===== src/hdl/sorted_priority_queue_top_macros.svh =====
// Assertion helpers shared by the RTL.
`ifndef SORTED_PRIORITY_QUEUE_TOP_MACROS_SVH
`define SORTED_PRIORITY_QUEUE_TOP_MACROS_SVH

`ifndef NO_ASSERTIONS
// same-cycle implication
`define SPQ_ASSERT_IMPLIES(label, clk, rst, cond, expr) \
   label: assert property (@(posedge clk) disable iff (rst) (cond) |-> (expr)) \
      else $error("assertion failed");
// next-cycle implication
`define SPQ_ASSERT_NEXT(label, clk, rst, cond, expr) \
   label: assert property (@(posedge clk) disable iff (rst) (cond) |=> (expr)) \
      else $error("assertion failed");
`else
`define SPQ_ASSERT_IMPLIES(label, clk, rst, cond, expr)
`define SPQ_ASSERT_NEXT(label, clk, rst, cond, expr)
`endif

`endif


===== src/hdl/spq_pkg.sv =====
`default_nettype none
package spq_pkg;

   localparam int DEPTH   = 16;
   localparam int VALUE_W = 32;
   localparam int COUNT_W = 5;
   localparam int RSP_W   = 40;

   typedef logic [VALUE_W-1:0] value_type;
   typedef logic [COUNT_W-1:0] count_type;

   typedef enum logic {
      OP_PUSH = 1'b0,
      OP_POP  = 1'b1
   } op_type;

   typedef enum logic [1:0] {
      STATUS_OK    = 2'd0,
      STATUS_FULL  = 2'd1,
      STATUS_EMPTY = 2'd2
   } status_type;

   // broadcast to every cell
   typedef struct packed {
      logic      push;
      logic      pop;
      value_type value;
   } cell_cmd_type;

   typedef struct packed {
      count_type  count;
      value_type  out_value;
      status_type status;
   } rsp_type;

endpackage
`default_nettype wire


===== src/hdl/spq_cell.sv =====
`default_nettype none
module spq_cell
   import spq_pkg::*;
(
   input  wire logic         clock,
   input  wire cell_cmd_type cmd,
   input  wire logic         occupied,   // this slot is below the fill count
   input  wire logic         left_gt,    // left neighbor keeps its entry on push
   input  wire value_type    left_val,
   input  wire value_type    right_val,
   output logic              gt,         // this entry is strictly above the pushed value
   output value_type         val
);

   value_type val_ff;
   value_type val_in;

   assign gt  = occupied && ($signed(val_ff) > $signed(cmd.value));
   assign val = val_ff;

   always_comb begin
      val_in = val_ff;
      if (cmd.pop) begin
         val_in = right_val;
      end else if (cmd.push) begin
         if (gt) begin
            val_in = val_ff;
         end else if (left_gt) begin
            val_in = cmd.value;         // insertion point
         end else begin
            val_in = left_val;          // shift down
         end
      end
   end

   always_ff @(posedge clock) begin
      val_ff <= val_in;
   end

endmodule
`default_nettype wire


===== src/hdl/sorted_priority_queue_top.sv =====
// Sorted max-priority queue, one push or pop request per clock while the rsp side is not stalled.
// A result is registered and appears on the rsp side in the cycle after its request is taken.
// Throughput: one request per cycle unless rsp_tready holds off; every cell compares and shifts in parallel.
// Reset (synchronous, active high) empties the queue and drops a pending result;
// stored entries are not cleared, only the fill count.
`default_nettype none
`include "sorted_priority_queue_top_macros.svh"
module sorted_priority_queue_top
   import spq_pkg::*;
(
   input  wire logic               clock,
   input  wire logic               reset,
   input  wire logic               req_tvalid,
   output logic                    req_tready,
   input  wire logic [VALUE_W-1:0] req_tdata,   // [31:0] value
   input  wire logic               req_tuser,   // [0] op (0 push, 1 pop)
   output logic                    rsp_tvalid,
   input  wire logic               rsp_tready,
   output logic [RSP_W-1:0]        rsp_tdata    // [1:0] status, [33:2] out_value,
                                                // [38:34] count, [39] zero
);

   // control
   count_type    fill_ff;
   count_type    fill_in;
   logic         rsp_valid_ff;
   logic         rsp_valid_in;
   rsp_type      rsp_data_ff;
   rsp_type      rsp_data_in;

   logic         accept;
   logic         is_pop;
   logic         full;
   logic         empty;
   logic         push_ok;
   logic         pop_ok;
   cell_cmd_type cmd;

   // cell chain
   logic      [DEPTH-1:0] cell_gt;
   value_type             cell_val [DEPTH];

   // Output register frees up when it is empty or drained this cycle.
   assign req_tready = !rsp_valid_ff || rsp_tready;
   assign accept     = req_tvalid && req_tready;
   assign is_pop     = (req_tuser == OP_POP);
   assign full       = (fill_ff == COUNT_W'(DEPTH));
   assign empty      = (fill_ff == '0);
   // rejected requests leave the cells and the count alone
   assign push_ok    = accept && !is_pop && !full;
   assign pop_ok     = accept && is_pop && !empty;

   assign cmd.push  = push_ok;
   assign cmd.pop   = pop_ok;
   assign cmd.value = req_tdata;

   // Each cell sees its left neighbor (value and keep flag) for push and its
   // right neighbor for pop. Cell 0 has a virtual left neighbor that always
   // keeps, so a value not below cell 0 lands there.
   for (genvar i = 0; i < DEPTH; i++) begin : g_cell
      logic      left_gt;
      value_type left_val;
      value_type right_val;

      if (i == 0) begin : g_head
         assign left_gt  = 1'b1;
         assign left_val = '0;
      end else begin : g_body
         assign left_gt  = cell_gt[i-1];
         assign left_val = cell_val[i-1];
      end

      if (i == DEPTH - 1) begin : g_tail
         assign right_val = '0;
      end else begin : g_inner
         assign right_val = cell_val[i+1];
      end

      spq_cell u_cell (
         .clock     (clock),
         .cmd       (cmd),
         .occupied  (COUNT_W'(i) < fill_ff),
         .left_gt   (left_gt),
         .left_val  (left_val),
         .right_val (right_val),
         .gt        (cell_gt[i]),
         .val       (cell_val[i])
      );
   end

   always_comb begin
      fill_in = fill_ff;
      if (push_ok) begin
         fill_in = fill_ff + 1'b1;
      end else if (pop_ok) begin
         fill_in = fill_ff - 1'b1;
      end

      rsp_valid_in = rsp_valid_ff;
      if (accept) begin
         rsp_valid_in = 1'b1;
      end else if (rsp_tready) begin
         rsp_valid_in = 1'b0;
      end

      rsp_data_in.status    = STATUS_OK;
      if (accept && !is_pop && full) begin
         rsp_data_in.status = STATUS_FULL;
      end else if (accept && is_pop && empty) begin
         rsp_data_in.status = STATUS_EMPTY;
      end
      rsp_data_in.out_value = pop_ok ? cell_val[0] : '0;
      rsp_data_in.count     = fill_in;
   end

   always_ff @(posedge clock) begin
      if (reset) begin
         fill_ff      <= '0;
         rsp_valid_ff <= 1'b0;
      end else begin
         fill_ff      <= fill_in;
         rsp_valid_ff <= rsp_valid_in;
      end
      if (accept) begin
         rsp_data_ff <= rsp_data_in;
      end
   end

   assign rsp_tvalid = rsp_valid_ff;
   assign rsp_tdata  = {1'b0, rsp_data_ff};

   // checks
   `SPQ_ASSERT_IMPLIES(a_fill_bound, clock, reset, 1'b1, fill_ff <= COUNT_W'(DEPTH))
   `SPQ_ASSERT_NEXT(a_push_grows, clock, reset, push_ok, fill_ff == $past(fill_ff) + 1'b1)
   `SPQ_ASSERT_NEXT(a_reject_holds, clock, reset, accept && !push_ok && !pop_ok, fill_ff == $past(fill_ff))
   `SPQ_ASSERT_NEXT(a_pop_head, clock, reset, pop_ok, rsp_data_ff.out_value == $past(cell_val[0]))

endmodule
`default_nettype wire

===== config.mk =====
export PLATFORM = sky130hd
export DESIGN_NAME = sorted_priority_queue_top
export DESIGN_NICKNAME = d
export VERILOG_FILES = /design/src/hdl/spq_pkg.sv /design/src/hdl/spq_cell.sv /design/src/hdl/sorted_priority_queue_top.sv
export VERILOG_INCLUDE_DIRS = /design/src /design/src/hdl
export SDC_FILE = /design/constraint.sdc
export NUM_CORES = 2
export LEC_CHECK = 0
export BUFFER_PORTS_ARGS = -buffer_cell sky130_fd_sc_hd__buf_2
export CORE_ASPECT_RATIO = 0.8
export CORE_MARGIN = 1
export CORE_UTILIZATION = 57
export DETAILED_ROUTE_END_ITERATION = 6
export PLACE_DENSITY = 0.73
export REMOVE_ABC_BUFFERS = 1
export SLEW_MARGIN = 20
export SYNTH_ARGS = -nofsm -noshare
export SYNTH_HDL_FRONTEND = slang
export SYNTH_SLANG_ARGS = --single-unit

===== constraint.sdc =====
create_clock -name clock -period 8.45 [get_ports clock]
set_clock_uncertainty 0.1 [all_clocks]
set_input_delay 0.4225 -clock clock [delete_from_list [all_inputs] [get_ports clock]]
set_output_delay 0.4225 -clock clock [all_outputs]
set_load 0.02 [all_outputs]

==> key figures <==
Worst setup path
  – Worst Setup End Kind: flop
  – FF-to-FF setup slack: approximately 4 ns
  – Reg2Reg Launch Point: g_cell[2].u_cell.val[31]
  – Critical path class: in2reg
  – WP data arrival: between 4 and 5 ns
  – CP Launch Type: input port
  – WP data required: 8.68 ns
  – FF-to-FF path depth: 9
  – Crit path max fanout: 28
  – RR Endpoint: g_cell[2].u_cell.val[16]

Place
  – Port bufs: 77
  – DP HPWL: 75.7 mm
  – Placed cells: 4610
  – Setup WS pre-CTS: ~3.2 ns
  – GP Congestion: ~0.94

Logic synthesis
  – Yosys reg bits: around 560
  – Xor/xnor share of the synthesized area: 0.000674
  – Post-synth EDFFs: ~520
  – Syn. warnings: 0
  – Seq/Total Area, Yosys: 0.420
  – Syn Inst Count: approximately 3.8k
  – Cell Area, Synth: between 30000 and 40000 um^2
  – Synth cell types: 76
  – Mux contribution to synthesized area: 0.117
  – Primary FF master, synth: edfxtp_1
  – Complex-gate fraction of the synthesized area: 0.146
  – Simple logic cell fraction of the synthesized area: 0.115
  – Main combinational cell family by area after synthesis: adder cells
  – Synth Area in Adders: 0.165
  – Syn Area/Cell: slightly above 10 um^2
  – FFs w/ async S/R, synth: 0

Cells and area
  – Filler cell count in the final layout: 5660
  – Nets: 4318
  – Area grow syn2layout: 7.22%
  – Share of post-route cells with drive strength above 1: 0.0629
  – ANT cells: 0
  – Layout Cells excl Fill: about 4.7k

Worst hold path
  – Hold Path End: rsp_tdata[0]
  – Hold path depth: 2
  – Worst Hold Class: in2reg
  – HP Start: req_tuser

Drt
  – WL final: about 100 mm
  – Final antenna-violating net count: 0
  – Drt via density: 6.35
  – DR iter-0 viols: just over 3k
  – Post-detailed-route wirelength per cell: 22.1 um
  – 1st-pass router iterations: 6
  – DR DRC count: 0
  – DR vias: about 30k

Run
  – Max_cap viols: 0

Global route
  – GRT Total Usage: 0.297
  – Initial antenna violation count: 2
  – GRT overflow: 0
  – Largest net degree at the start of global routing: approximately 280
  – Vias in the first global route: between 20k and 30k
  – First-pass GRT wire length: approximately 160 mm

Floorplanning
  – Die width: just under 300 um
  – Core box area: between 60000 and 70000 um^2
  – Initial Util: 0.578
  – Rows: 85
  – Die Footprint: 69400 um^2
  – IO Pins: 79
  – Die H: 236 um

Timing
  – Max Fclk: 0.212 GHz
  – Min cycle time layout: ~4.7 ns
  – Max_slew headroom: 0.167
  – Fin crit share: 0.558
  – Final Worst Setup Slack: about 3.7 ns
  – Final setup vio count: 0
  – RSZ-0062 raised after global routing: no
  – Final-report hold violation count: 0
  – Slew @ Worst Pin: around 1.2 ns
  – Slew Viols, Final: 0

Clock network
  – Clock Tree Root: clkbuf_16
  – Clock sink count: approximately 560
  – CTS clk-pin slew, worst paths: about 0.060 ns
  – Post-CTS sizing: 0
  – Number of H-tree levels: 2
  – CTS Buf Count: 57
  – CTS tree: yes
  – Clock buffer depth: 3
  – Clock Latency Late Sink: about 0.65 ns

Power
  – Maximum vdd ir drop: ~0.16 mV
  – Overall power: between 0.008 and 0.009 W
  – Leak pwr: about 16 nW
  – Power Dens Cells: approximately 210 nW/um^2

Run status
  – Run status: complete, no violations
-- cells by family (layout without fill, tap and decap cells) --
kind of cell	after synthesis	in the layout
simple gates	968	968
buf+inv	277	293
other cells	1	1
compound gates	1025	1025
flops	557	557
xor+xnor	3	3
fa+ha+maj	515	515
mux	451	451
-- critical path, cell delays in order --
cell	delay, ns
buf_2	0.31
inv_1	0.42
ha_1	0.46
and4_1	0.25
nor4bb_1	0.78
o41ai_1	0.28
nand2_1	0.19
mux2i_4	0.80
buf_4	0.47
o21ai_4	0.15
buf_4	0.33
-- registers in the layout (all words and copies together) (netlist names) --
| signal | count |
|---|---|
| rsp_tvalid | 1 |
| g_cell.u_cell.val | 512 |
| fill_ff | 5 |
| rsp_tdata | 39 |
-- layer usage --
layer  wire (um)  track usage  vias to the layer above
met4        1530       0.0582                        4
li1            -            -                    14300
met1       48000        0.441                    14500
met3        9090       0.0588                      128
met5          31            0                        -
met2       46000        0.447                     1107
-- worst max-delay path by stage --
stage	start	end	slack, ns	cells past startpoint
after floorplan	rsp_tready	rsp_tdata[36]	-9.99	6
after global placement	req_tdata[31]	g_cell[11].u_cell.val[17]	3.27	10
after detailed placement	req_tdata[31]	g_cell[11].u_cell.val[19]	3.15	10
after CTS	req_tdata[31]	g_cell[11].u_cell.val[18]	3.84	10
after global routing	req_tdata[23]	g_cell[2].u_cell.val[19]	3.36	11
final	req_tdata[22]	g_cell[2].u_cell.val[16]	3.74	11
-- synthesized netlist by cell type, drive strengths merged, types with 53 or more instances --
master / n / share of area
buf: 73 / 0.017
a21o: 57 / 0.011
nand4: 91 / 0.015
nand2: 600 / 0.058
ha: 515 / 0.17
inv: 65 / 0.0063
o21ai: 541 / 0.069
nor2: 61 / 0.0059
a21oi: 306 / 0.039
nand3: 53 / 0.0068
edfxtp: 519 / 0.40
clkbuf: 139 / 0.013
mux2i: 450 / 0.12
-- per-stage QoR --
| step | TNS (ns) | hold WS, ns | utilization | instance area (um^2) |
|---|---|---|---|---|
| 6_report | 0 | 0.0880 | 0.620 | 41800 |
| 5_1_grt | 0 | 0.0816 | 0.620 | 41800 |
| 4_1_cts | 0 | 0.0579 | 0.617 | 41600 |
| 3_5_place_dp | 0 | 0.416 | 0.590 | 39800 |
| 3_3_place_gp | 0 | 0.412 | 0.590 | 39800 |
| 2_1_floorplan | -4650.31 | 0.392 | - | 37800 |
-- area by class of cell --
type,count,area [um^2],share of cell area
Clock inverter,32,251,0.00602
Tap cell,913,1140,0.0273
Timing Repair Buffer,122,908,0.0217
Multi-Input combinational cell,2963,21400,0.511
Sequential cell,557,16300,0.391
Clock buffer,74,1520,0.0364
Inverter,65,244,0.00584
-- timing repair --
item | 4_1_cts | 5_1_grt
hold buffers | 3 | 0
hold endpoints to repair | 6 | 0
buffers inserted | 0 | 0
-- where the power goes --
group	internal [W]	switching, W	total (W)
clock network	0.00136	0.00115	0.00251
logic	0.000926	0.00146	0.00239
registers	0.00365	0.000371	0.00402
total	0.00593	0.00298	0.00892
-- cells in the final DEF (no fill, tap or decap), types with 17 or more instances in the layout --
cell,instances
a21o_1,57
a21oi_1,304
and2_1,34
and4_1,24
buf_2,77
buf_4,32
clkbuf_16,57
dfxtp_1,38
edfxtp_1,519
ha_1,515
inv_1,64
mux2i_1,447
nand2_1,594
nand3_1,52
nand4_1,90
nor2_1,61
nor2b_1,30
nor4_1,19
o211ai_1,17
o21ai_0,373
o21ai_1,155
No activity file was read; power rests on OpenSTA's default activity.
